==> config.mk <==
export PLATFORM = sky130hd
export DESIGN_NAME = soft_uart_rx_tx
export DESIGN_NICKNAME = d
export VERILOG_FILES = /design/src/rtl/core/suart_pkg.sv /design/src/rtl/core/soft_uart_rx_tx.sv
export SDC_FILE = /design/constraint.sdc
export NUM_CORES = 1
export LEC_CHECK = 0
export BUFFER_PORTS_ARGS = -buffer_cell sky130_fd_sc_hd__buf_2
export CORE_ASPECT_RATIO = 1.1
export CORE_MARGIN = 2
export CORE_UTILIZATION = 63
export DETAILED_ROUTE_END_ITERATION = 10
export PLACE_DENSITY = 0.85
export SYNTH_ARGS = -nofsm -noshare
export SYNTH_HDL_FRONTEND = slang
export SYNTH_SLANG_ARGS = --single-unit
==> constraint.sdc <==
create_clock -name clk -period 5.2 [get_ports clk]
set_input_delay 0.52 -clock clk [delete_from_list [all_inputs] [get_ports clk]]
set_output_delay 0.52 -clock clk [all_outputs]
set_load 0.02 [all_outputs]
==> src/rtl/core/suart_pkg.sv <==
// suart_pkg: shared types and constants for the tick-driven 8N1 UART.
// Used by soft_uart_rx_tx and its port checker; no dependencies.
package suart_pkg;

  localparam int unsigned IN_W  = 16;
  localparam int unsigned OUT_W = 16;

  localparam logic [7:0] BIT_TICKS_RST = 8'd1;
  localparam logic [7:0] RX_HOLD_RST   = 8'd24;
  localparam logic [7:0] ELAPSED_MAX   = 8'hFF;
  localparam logic [3:0] NUM_BITS      = 4'd8;
  localparam logic [3:0] LAST_BIT      = 4'd7;

  typedef enum logic [1:0] {
    CFG_ENABLE    = 2'd0,
    CFG_BIT_TICKS = 2'd1,
    CFG_RX_HOLD   = 2'd2
  } cfg_index_t;

  typedef enum logic [1:0] {
    RX_IDLE = 2'd0,
    RX_DATA = 2'd1,
    RX_HOLD = 2'd2
  } rx_phase_t;

  typedef enum logic [1:0] {
    TX_IDLE  = 2'd0,
    TX_START = 2'd1,
    TX_DATA  = 2'd2,
    TX_STOP  = 2'd3
  } tx_phase_t;

endpackage

==> src/rtl/core/soft_uart_rx_tx.sv <==
// soft_uart_rx_tx: tick-driven 8N1 serial receiver and transmitter.
// The result item is registered when its tick item is taken.
// Throughput: one tick item per cycle; a held result stalls input only when
// the output register is full and not taken.
// Reset (rst, synchronous): both sides idle, line high, enable 0,
// bit_ticks 1, rx_hold_ticks 24. Depends on suart_pkg.
module soft_uart_rx_tx
  import suart_pkg::*;
(
  input  logic              clk,
  input  logic              rst,
  input  logic              cfg_valid,
  output logic              cfg_ready,
  input  logic [1:0]        cfg_index,
  input  logic [7:0]        cfg_data,
  input  logic              s_tvalid,
  output logic              s_tready,
  // rx_line[0], send_request[1], send_byte[9:2], host_ready[10], zero[15:11]
  input  logic [IN_W-1:0]   s_tdata,
  output logic              m_tvalid,
  input  logic              m_tready,
  // tx_line[0], tx_idle[1], rx_valid[2], rx_byte[10:3], zero[15:11]
  output logic [OUT_W-1:0]  m_tdata
);

  logic       enable;
  logic [7:0] bit_ticks;
  logic [7:0] rx_hold_ticks;

  rx_phase_t  rx_phase, rx_phase_next;
  logic [7:0] rx_elapsed, rx_elapsed_next;
  logic [7:0] rx_shift, rx_shift_next;
  logic [3:0] rx_bits, rx_bits_next;
  tx_phase_t  tx_phase, tx_phase_next;
  logic [7:0] tx_elapsed, tx_elapsed_next;
  logic [7:0] tx_data, tx_data_next;
  logic [3:0] tx_bits, tx_bits_next;
  logic       tx_level, tx_level_next;

  logic       rx_valid_next;
  logic [7:0] rx_byte_next;
  logic [OUT_W-1:0] out_data;

  logic       in_line, in_req, in_ready;
  logic [7:0] in_byte;
  logic       take;

  assign in_line  = s_tdata[0];
  assign in_req   = s_tdata[1];
  assign in_byte  = s_tdata[9:2];
  assign in_ready = s_tdata[10];

  assign cfg_ready = 1'b1;
  assign s_tready  = !m_tvalid || m_tready;
  assign take      = s_tvalid && s_tready;
  assign m_tdata   = out_data;

  always_ff @(posedge clk) begin
    if (rst) begin
      enable        <= 1'b0;
      bit_ticks     <= BIT_TICKS_RST;
      rx_hold_ticks <= RX_HOLD_RST;
    end else if (cfg_valid) begin
      unique case (cfg_index)
        CFG_ENABLE:    enable        <= cfg_data[0];
        CFG_BIT_TICKS: bit_ticks     <= cfg_data;
        CFG_RX_HOLD:   rx_hold_ticks <= cfg_data;
        default: ;
      endcase
    end
  end

  always_comb begin
    rx_phase_next   = rx_phase;
    rx_elapsed_next = (rx_elapsed == ELAPSED_MAX) ? rx_elapsed : rx_elapsed + 8'd1;
    rx_shift_next   = rx_shift;
    rx_bits_next    = rx_bits;
    tx_phase_next   = tx_phase;
    tx_elapsed_next = (tx_elapsed == ELAPSED_MAX) ? tx_elapsed : tx_elapsed + 8'd1;
    tx_data_next    = tx_data;
    tx_bits_next    = tx_bits;
    tx_level_next   = tx_level;
    rx_valid_next   = 1'b0;
    rx_byte_next    = 8'd0;

    if (in_req && enable) begin
      tx_phase_next   = TX_START;
      tx_data_next    = in_byte;
      tx_elapsed_next = 8'd0;
    end

    unique case (rx_phase)
      RX_IDLE: begin
        if (!in_line) begin
          rx_elapsed_next = 8'd0;
          rx_shift_next   = 8'd0;
          rx_bits_next    = 4'd0;
          rx_phase_next   = RX_DATA;
        end
      end
      RX_DATA: begin
        if (rx_elapsed_next >= bit_ticks) begin
          rx_shift_next   = {in_line, rx_shift[7:1]};
          rx_elapsed_next = 8'd0;
          rx_bits_next    = rx_bits + 4'd1;
          if (rx_bits_next >= NUM_BITS) begin
            rx_phase_next = RX_HOLD;
          end
        end
      end
      RX_HOLD: begin
        if (rx_elapsed_next >= rx_hold_ticks) begin
          if (enable && in_ready) begin
            rx_valid_next = 1'b1;
            rx_byte_next  = rx_shift;
          end
          rx_phase_next = RX_IDLE;
        end
      end
      default: rx_phase_next = RX_IDLE;
    endcase

    unique case (tx_phase_next)
      TX_IDLE: begin
        tx_level_next = 1'b1;
        tx_bits_next  = 4'd0;
      end
      TX_START: begin
        if (tx_elapsed_next >= bit_ticks) begin
          tx_phase_next   = TX_DATA;
          tx_level_next   = 1'b0;
          tx_elapsed_next = 8'd0;
        end
      end
      TX_DATA: begin
        if (tx_elapsed_next >= bit_ticks) begin
          if (tx_bits > LAST_BIT) begin
            tx_phase_next = TX_STOP;
          end else begin
            tx_elapsed_next = 8'd0;
            tx_level_next   = tx_data_next[tx_bits[2:0]];
            tx_bits_next    = tx_bits + 4'd1;
          end
        end
      end
      TX_STOP: begin
        tx_elapsed_next = 8'd0;
        tx_level_next   = 1'b1;
        tx_phase_next   = TX_IDLE;
        tx_bits_next    = 4'd0;
      end
      default: tx_phase_next = TX_IDLE;
    endcase
  end

  always_ff @(posedge clk) begin
    if (rst) begin
      rx_phase   <= RX_IDLE;
      rx_elapsed <= 8'd0;
      rx_shift   <= 8'd0;
      rx_bits    <= 4'd0;
      tx_phase   <= TX_IDLE;
      tx_elapsed <= 8'd0;
      tx_data    <= 8'd0;
      tx_bits    <= 4'd0;
      tx_level   <= 1'b1;
    end else if (take) begin
      rx_phase   <= rx_phase_next;
      rx_elapsed <= rx_elapsed_next;
      rx_shift   <= rx_shift_next;
      rx_bits    <= rx_bits_next;
      tx_phase   <= tx_phase_next;
      tx_elapsed <= tx_elapsed_next;
      tx_data    <= tx_data_next;
      tx_bits    <= tx_bits_next;
      tx_level   <= tx_level_next;
    end
  end

  always_ff @(posedge clk) begin
    if (rst) begin
      m_tvalid <= 1'b0;
    end else if (take) begin
      m_tvalid <= 1'b1;
    end else if (m_tready) begin
      m_tvalid <= 1'b0;
    end
  end

  always_ff @(posedge clk) begin
    if (take) begin
      out_data <= {5'd0, rx_byte_next, rx_valid_next,
                   (tx_phase_next == TX_IDLE), tx_level_next};
    end
  end

endmodule

# Yosys cells after proc, flatten, opt, wreduce, memory -nomap -nowiden
# Cells that the tools add are included.
classes:
  n_addsub: 4
  multipliers: 0
  div: 0
  n_lt_le_gt_ge: 6
  eq_ne: 15
  n_shift: 0
  muxes: 39
  n_bitwise: 0
  n_reduce_logical: 21
op_table:
  columns: ["operator", "n"]
  rows:
  - ["two-way mux 8 bit", 11]
  - ["one-hot mux 8 bit (2 select lines)", 2]
  - ["greater-or-equal comparator 8 bit", 3]
  - ["one-hot mux 8 bit (3 select lines)", 1]
  - ["adder 8 x 1 -> 8 bit, second input constant", 2]
  - ["equality test 8 bit, second input constant", 2]
  - ["two-way mux 2 bit", 8]
  - ["two-way mux 4 bit", 4]
  - ["one-hot mux 4 bit (2 select lines)", 2]
  - ["inequality test 2 bit, second input constant", 6]
  - ["one-hot mux 2 bit (3 select lines)", 2]
  - ["adder 4 x 1 -> 4 bit, second input constant", 2]
  - ["equality test 2 bit, second input constant", 4]
  - ["zero test 2 bit", 4]
  - ["AND reduction 2 bit", 4]
  - ["AND reduction 4 bit", 2]
  - ["two-way mux 1 bit", 7]
  - ["equality test 2 x 1 -> 1 bit, second input constant", 3]
  - ["nonzero test 2 bit", 3]
  - ["AND reduction 5 bit", 1]
  - ["greater-or-equal comparator 4 bit, second input constant", 1]
  - ["greater-than comparator 4 x 3 -> 1 bit, second input constant", 1]
  - ["< comparator 3 x 4 -> 1 bit, second input constant", 1]
  - ["binary-select mux 1 bit (select 3 bit)", 1]
  - ["other kinds (6)", 8]
word_totals:
  reg_bits: 74
  latch_bits: 0
  ram_bits: 0
  rom_bits: 0
  elab_cells: 101
  mem_count: 0

# Longest topological paths before layout
# Gate-level depths: netlist (run 1).
depth:
  depth_word: 7
  mapped_depth: 14

# Worst setup path before layout (run 1)
# OpenSTA, ideal clock, no wires.
synth_path:
  path_kind: "reg-to-reg"
  startpoint: "register tx_elapsed[0]"
  endpoint: "register out_data[0], in the netlist m_tdata[0], data pin"
  t_arrival_ns: 2.658
  required_ns: 4.935
  slack_ns: 2.277
  stages_incl_launch_ff: 13
  synth_period_minus_slack_ns: 2.923
  path_cell_list: "dfxtp_1 -> ha_1 -> and4_1 -> nand4_1 -> a211oi_1 -> ha_1 -> a211oi_1 -> o21ai_0 -> a21oi_1 -> buf_2 -> nor2_1 -> o311ai_0 -> nor2_1"
synth_via:
  elab_chain_cells: 6
  word_cells_on_any_way: 8
synth_rtl:
  columns: ["element", "line_no", "rtl"]
  rows:
  - ["start, declared", "soft_uart_rx_tx.sv:35", "logic [7:0] tx_elapsed, tx_elapsed_next;"]
  - ["start signal, assigned", "soft_uart_rx_tx.sv:173", "tx_elapsed <= tx_elapsed_next;"]
  - ["adder 8 x 1 -> 8 bit / equality test 8 bit (equally long branches)", "soft_uart_rx_tx.sv:79", "tx_elapsed_next = (tx_elapsed == ELAPSED_MAX) ? tx_elapsed : tx_elapsed + 8'd1;"]
  - ["two-way mux 8 bit (*)", "soft_uart_rx_tx.sv:79", null]
  - ["two-way mux 8 bit (*)", "soft_uart_rx_tx.sv:86", "if (in_req && enable) begin"]
  - ["greater-or-equal comparator 8 bit (*)", "soft_uart_rx_tx.sv:129, soft_uart_rx_tx.sv:136", null]
  - ["two-way mux 1 bit (on tied branches)", "soft_uart_rx_tx.sv:136, soft_uart_rx_tx.sv:129", null]
  - ["one-hot mux 1 bit (3 select lines) (*)", "soft_uart_rx_tx.sv:123", "unique case (tx_phase_next)"]
  - ["net tx_level_next", "soft_uart_rx_tx.sv:38", "logic tx_level, tx_level_next;"]
  - ["end signal, assigned", "soft_uart_rx_tx.sv:192", "out_data <= {5'd0, rx_byte_next, rx_valid_next,"]
  - ["end, declared", "soft_uart_rx_tx.sv:42", "logic [OUT_W-1:0] out_data;"]
# The timed path passes the listed nets; every way through them passes the cells marked *.
# A chain may end at the register's enable or synchronous reset.

# Worst setup path after layout (run 1)
layout_path:
  startpoint: "register tx_elapsed[1]"
  endpoint: "register tx_elapsed[0]"
layout_via:
  elab_chain_cells: 6
  word_cells_on_any_way: 9
layout_rtl:
  columns: ["element", "line_no"]
  rows:
  - ["adder 8 x 1 -> 8 bit / equality test 8 bit (equally long branches)", "soft_uart_rx_tx.sv:79"]
  - ["two-way mux 8 bit (*)", "soft_uart_rx_tx.sv:79"]
  - ["two-way mux 8 bit (*)", "soft_uart_rx_tx.sv:86"]
  - ["greater-or-equal comparator 8 bit / two-way mux 8 bit (equally long branches)", "soft_uart_rx_tx.sv:129, soft_uart_rx_tx.sv:136, soft_uart_rx_tx.sv:137"]
  - ["two-way mux 8 bit (on tied branches)", "soft_uart_rx_tx.sv:136, soft_uart_rx_tx.sv:129"]
  - ["one-hot mux 8 bit (3 select lines) (*)", "soft_uart_rx_tx.sv:123"]
# Mark *: on every way between the ends. The rest lies on a longest branch, timed or not.

==> impl_metrics.csv, run 1 <==
group,metric,value,unit
global_route,track_usage,24.5,%
hold_path,min_path_type,"in -> reg",
logic_synthesis,synth.distinct_cells,65,
timing,hold_ws,0.410,ns
floorplan,die_w,81.5,um
floorplan,dieArea,7270,um2
cells_and_area,final_common_cell,"dfxtp_1",
timing,slew_headroom,29.2,%
worst_setup_path,reg2regPathDepth,11,
timing,fin_crit_sh,71.4,%
clocking,cts_resized,0,
flow_run,cap_violations,0,
logic_synthesis,postSynthAreaPerCell,8.89,um2
drt,drtAntennaViolNets,0,
logic_synthesis,synth-seq-cells,74,
drt,vias,3395,
hold_path,min_path_cells,3,
worst_setup_path,slowest_stage,"a21oi_1",
worst_setup_path,crit_required,5.50,ns
global_route,grt_overflow,0,
clocking,htree_levels,3,
floorplan,ios,50,
floorplan,die_h,89.3,um
timing,max_freq,0.269,GHz
clocking,numCtsBuffers,9,
timing,setup_viol,0,
worst_setup_path,cp.arrival,4.01,ns
logic_synthesis,synth_edf_count,11,
cells_and_area,syn_to_final_growth,8.60,%
placed_design,gp_congestion,0.875,
clocking,cts.reportedPaths.clkPinSlew,0.08,ns
drt,drt-vias-per-instance,5.83,
drt,first_iter_violations,235,
logic_synthesis,netlist.area_leader.share,30.3,%
logic_synthesis,ys_seq_area_share,38.2,%
clocking,cts_hold_buf,0,
drt,wl_per_cell,14.4,um
pwr,combPwrFrac,14.8,%
floorplan,start_util,64.3,%
pwr,seqPwrFrac,50.6,%
pwr,p_int,840,uW
logic_synthesis,synth.area.top_cells,"dfxtp_1 30%, ha_1 9.3%, edfxtp_1 7.9%",
logic_synthesis,synth_top_flop_cell,"dfxtp_1",
global_route,grt_pass1_vias,3121,
worst_setup_path,worst_setup_path_start_kind,"flip-flop",
worst_setup_path,critPathMaxStageDelay,0.66,ns
timing,tightest_slew,1.06,ns
drt,drt-total-wl,8.41,mm
timing,finalSetupTns,0,ns
timing,slew_violations,0,
timing,finClkSkew,0.00833,ns
clocking,cts_tree,"yes",
logic_synthesis,syn_inst,468,
global_route,grt_pass1_wl,13.7,mm
cells_and_area,layout_common_cells,"63 x dfxtp_1, 54 x nand2_1, 39 x a21oi_1",
cells_and_area,layout.nets,557,
pwr,p_leak,1.83,nW
pwr,vdd_drop_max,141,uV
worst_setup_path,crit_type,"reg -> reg",
worst_setup_path,cp_common_cell,"a211oi_1",
floorplan,core,6480,um2
placed_design,port-buffer-count,38,
global_route,antenna_found_initial,0,
cells_and_area,n_antenna_cell,0,
clocking,insertion_delay,0.36,ns
worst_setup_path,path_buf_inv,0,
worst_setup_path,critPathMaxFanout,11,
drt,drt_pass1_iterations,5,
placed_design,hpwl,6.03,mm
pwr,power.density,266,nW/um2
clocking,post-cts-setup-buffer-count,0,
worst_setup_path,critical_path.endpoint_type,"flip-flop",
timing,fin_crit,3.71,ns
floorplan,rows,31,
logic_synthesis,async_reset_ff_share,0,%
pwr,switching_share,30.2,%
logic_synthesis,synth.largest_area_cell,"dfxtp_1",
timing,hold_viol,0,
worst_setup_path,cp.depth,11,
clocking,cts_buffer_depth,2,
cells_and_area,final_util,69.8,%
logic_synthesis,syn_area,4160,um2
pwr,p_total,1.20,mW
logic_synthesis,yosys_warnings,0,
worst_setup_path,crit_family,"compound AO/OA/AOI/OAI gates",
worst_setup_path,crit_path_cell_trace,"ha_1, and4_1, nand4_1, a211oi_1, ha_1, a211oi_1, o21ai_0, a21oi_1, a211oi_1, nor3_4, a32o_1",
drt,drc,0,
pwr,p_sw,363,uW
global_route,grt_start_max_net_pins,52,
outcome,status,"complete, no violations",
clocking,cts.sinks,74,
cells_and_area,drive_gt1_share,14.2,%
clocking,cts-root-buf,"clkbuf_8",
timing,rsz0062_at_grt,"no",
pwr,power_frac_clock,34.6,%
-- tightest hold or removal path: stages --
cell and delay, ns:
buf_2 0.08, mux2i_1 0.05, nor2_1 0.07
-- final timing paths --
path | startpoint | to | slack, ns
worst max-delay path | tx_elapsed[1] | tx_elapsed[0] | 1.49
worst min-delay path | cfg_data[2] | bit_ticks[2] | 0.41
worst max register to register | tx_elapsed[1] | tx_elapsed[0] | 1.49
worst min register to register | tx_data[2] | tx_data[2] | 0.46
-- cell families after synthesis --
kind of cell,Yosys count,synth area share [%]
muxes,25,7.24
AOI/OAI and AO/OA,101,16.2
xor gates and xnor gates,6,1.26
DFF,74,38.2
other,2,0.180
adders and majority gates,31,9.32
buffers and inverters,52,5.53
and+or+nand+nor,177,22.0
-- cell type report --
type,instances,area (um2)
inverter,26,97.6
sequential,74,1590
multi-input combinational,346,2360
clock inverter,7,58.8
fill,530,1960
clock buffer,9,124
tap,82,103
timing repair buffer,38,190
-- power groups by stage --
stage / sequential (mW) / combinational [mW] / clock, mW
after global routing: 0.612 / 0.200 / 0.449
after detailed placement: 0.623 / 0.176 / 0
after global placement: 0.622 / 0.170 / 0
final: 0.609 / 0.178 / 0.416
after CTS: 0.609 / 0.177 / 0.424
after floorplan: 0.625 / 0.136 / 0
-- sequential cells by signal, summed over array words and instances (netlist names) --
register and cells:
m_tdata 11, bit_ticks 8, rx_elapsed 8, rx_hold_ticks 8, rx_shift 8, tx_data 8
tx_elapsed 8, rx_bits 4, tx_bits 4, rx_phase 2, tx_phase 2, enable 1
m_tvalid 1, tx_level 1
-- Yosys cell counts, types with 7 or more instances --
cell type  number
nand2_1        54
nand3_1        20
o21ai_0        18
and2_1         12
edfxtp_1       11
dfxtp_1        63
clkbuf_1       14
nor2_1         31
nand2b_1       10
nor3_1          7
inv_1          25
mux2i_1        20
ha_1           31
a21oi_1        39
a22o_1         11
nor2b_1         7
-- stage by stage --
step	instance area, um2	std cells	setup WS [ns]
floorplan	4180	472	2.28
global placement	4340	566	1.64
detailed placement	4340	566	1.60
CTS	4520	582	1.57
global route	4520	582	1.16
finish	4520	582	1.49
-- routing by layer --
metal	vias to the layer above	routed length, um	track usage, %
li1	1705	-	-
met1	1591	3700	29.5
met2	82	4110	41.4
met3	17	373	3.54
met4	0	223	14.3
met5	-	0	0
No activity file was read; power rests on OpenSTA's default activity.
==> run 2, diff against run 1 <==
--- a/config.mk
+++ b/config.mk
@@ -8,9 +8,9 @@
 export BUFFER_PORTS_ARGS = -buffer_cell sky130_fd_sc_hd__buf_2
 export CORE_ASPECT_RATIO = 1.1
 export CORE_MARGIN = 2
-export CORE_UTILIZATION = 63
+export CORE_UTILIZATION = 53
 export DETAILED_ROUTE_END_ITERATION = 10
-export PLACE_DENSITY = 0.85
+export PLACE_DENSITY = 0.77
 export SYNTH_ARGS = -nofsm -noshare
 export SYNTH_HDL_FRONTEND = slang
 export SYNTH_SLANG_ARGS = --single-unit
==> constraint.sdc (replaced) <==
create_clock -name clk -period 3.23 [get_ports clk]
set_input_delay 0.323 -clock clk [delete_from_list [all_inputs] [get_ports clk]]
set_output_delay 0.323 -clock clk [all_outputs]
set_load 0.02 [all_outputs]
==> run 2 against run 1 <==
Net effect: worst setup slack worse by 1.4 ns; sequential power rose by 61%; power increased by 63%; hold slack got worse by 0.19 ns; register-to-register slack got worse by 1.4 ns; fmax rose by 17%; clock power rose by 56%; sequential cell count did not move; via count rose by 1.9%; die area up 18%; first-iteration DRC count down 31%; routed wire length up 5.3%; critical path type unchanged.
==> impl_metrics.csv, run 2 (synthesis results as in run 1) <==
group,metric,value,unit
worst_setup_path,critPathMaxFanout,12,
floorplan,die_h,97.0,um
placed_design,port-buffer-count,38,
worst_setup_path,cp-endpoint,"rx_bits[2]",
floorplan,rows,33,
cells_and_area,drive_gt1_share,19.1,%
cells_and_area,n_antenna_cell,0,
worst_setup_path,slowest_stage,"dfxtp_1",
timing,hold_viol,0,
clocking,cts-root-buf,"clkbuf_8",
placed_design,hpwl,6.20,mm
pwr,vdd_drop_max,235,uV
clocking,cts_tree,"yes",
floorplan,start_util,55.1,%
clocking,cts.reportedPaths.clkPinSlew,0.09,ns
clocking,insertion_delay,0.35,ns
timing,max_freq,0.315,GHz
worst_setup_path,crit_required,3.51,ns
placed_design,gp_congestion,0.835,
worst_setup_path,reg2regPathDepth,11,
drt,first_iter_violations,162,
clocking,cts_buffer_depth,2,
global_route,grt_overflow,0,
drt,drc,0,
global_route,grt_pass1_wl,14.4,mm
drt,drtAntennaViolNets,0,
worst_setup_path,r2r-end,"rx_bits[2]",
drt,drt-vias-per-instance,5.60,
timing,fin_crit_sh,98.4,%
global_route,antenna_found_initial,0,
timing,slew_violations,0,
floorplan,die_w,88.5,um
timing,finalSetupTns,0,ns
timing,setup_viol,0,
clocking,numCtsBuffers,9,
cells_and_area,syn_to_final_growth,13.6,%
worst_setup_path,critical_path.endpoint_type,"flip-flop",
clocking,cts_hold_buf,0,
worst_setup_path,crit_path_cell_trace,"and4_4, a31oi_1, nor2b_1, or2_2, ha_1, o21a_1, o211ai_1, o211ai_4, nand4_4, or3_1, a31oi_1",
worst_setup_path,critPathLaunch,"rx_elapsed[3]",
worst_setup_path,cp_common_cell,"a31oi_1",
worst_setup_path,worst_setup_path_start_kind,"flip-flop",
cells_and_area,largest_reg_flops,11,
timing,fin_crit,3.18,ns
worst_setup_path,crit_type,"reg -> reg",
drt,vias,3461,
drt,drt-total-wl,8.85,mm
timing,finClkSkew,0.0112,ns
worst_setup_path,r2r_slack,0.05,ns
global_route,track_usage,20.8,%
global_route,grt_start_max_net_pins,27,
cells_and_area,final_util,62.6,%
flow_run,cap_violations,0,
worst_setup_path,r2r_start,"rx_elapsed[3]",
placed_design,placedCellCount,600,
drt,drt_pass1_iterations,5,
floorplan,ios,50,
clocking,cts.sinks,74,
cells_and_area,layout_common_cells,"61 x dfxtp_1, 54 x nand2_1, 38 x a21oi_1, 38 x buf_2, 31 x nor2_1",
outcome,status,"complete, no violations",
cells_and_area,layout.nets,570,
cells_and_area,stdcell_count,618,
worst_setup_path,critPathMaxStageDelay,0.46,ns
global_route,grt_pass1_vias,3255,
clocking,htree_levels,3,
hold_path,min_path_type,"in -> reg",
drt,wl_per_cell,14.3,um
cells_and_area,final_common_cell,"dfxtp_1",
floorplan,core,7560,um2
timing,worst_slack,0.0531,ns
placed_design,pre_cts_slack,0.0573,ns
timing,slew_headroom,56.3,%
pwr,power.density,414,nW/um2
pwr,p_total,1.96,mW
pwr,p_leak,1.91,nW
floorplan,dieArea,8580,um2
worst_setup_path,cp.arrival,3.45,ns
cells_and_area,fill_cells,675,
timing,tightest_slew,0.652,ns
[run 2: cell types whose count changed in the layout (fill, tap and decap cells not counted), moves of 2 or more]
cell and change:
a211oi_1 -2, and4_1 -2, and4_4 +2, buf_4 +12
dfxtp_1 -2, o21ai_0 -2, o21ai_1 +2
[run 2: final cells by class]
| cell class | count | area [um2] | share of cell area (%) |
|---|---|---|---|
| flip-flops and latches | 74 | 1600 | 33.8 |
| inverters | 26 | 97.6 | 2.06 |
| clock inverters | 7 | 53.8 | 1.14 |
| repair buffers | 50 | 280 | 5.93 |
| well taps | 105 | 131 | 2.78 |
| clock buffers | 9 | 124 | 2.62 |
| multi-input cells | 347 | 2440 | 51.7 |
[run 2: worst min path at each step]
stage	start	to	slack [ns]	cells past startpoint
floorplan	rx_shift[0]	rx_shift[0]	0.43	2
global route	s_tvalid	m_tvalid	0.22	3
detailed placement	rx_shift[0]	rx_shift[0]	0.44	2
finish	cfg_data[7]	bit_ticks[7]	0.22	3
global placement	rx_shift[0]	rx_shift[0]	0.43	2
CTS	cfg_data[7]	bit_ticks[7]	0.21	3
[run 2: stage by stage]
stage | hold WS [ns] | instance area [um2]
floorplan | 0.427 | 4180
finish | 0.222 | 4730
CTS | 0.207 | 4650
global placement | 0.435 | 4450
detailed placement | 0.442 | 4450
global route | 0.219 | 4730
[run 2: timing repair]
| item | CTS | global route |
|---|---|---|
| resized for setup | 1 | 20 |
| setup buffers | 0 | 1 |
| gates cloned | 1 | 0 |
| endpoints found under the setup margin | 1 | 37 |
| pin swaps | 1 | 4 |
[run 2: worst max-delay path, delay by kind of cell (launching register included)]
kind,cells,cell delay [ns]
AND/OR/NAND/NOR,5,1.41
AO/OA/AOI/OAI,5,0.92
flip-flops,1,0.46
adder cells (fa/ha/maj),1,0.30
[run 2: layer usage]
metal | GRT usage, % | up-vias | wire [um]
li1 | - | 1732 | -
met1 | 25.8 | 1648 | 3900
met2 | 35.7 | 68 | 4480
met3 | 4.61 | 13 | 311
met5 | 0 | - | 0
met4 | 5.94 | 0 | 161
[run 2: report_power, final]
| part | internal, mW | switching, mW | total, mW |
|---|---|---|---|
| registers | 0.960 | 0.0212 | 0.981 |
| logic | 0.126 | 0.202 | 0.328 |
| clock network | 0.284 | 0.367 | 0.651 |
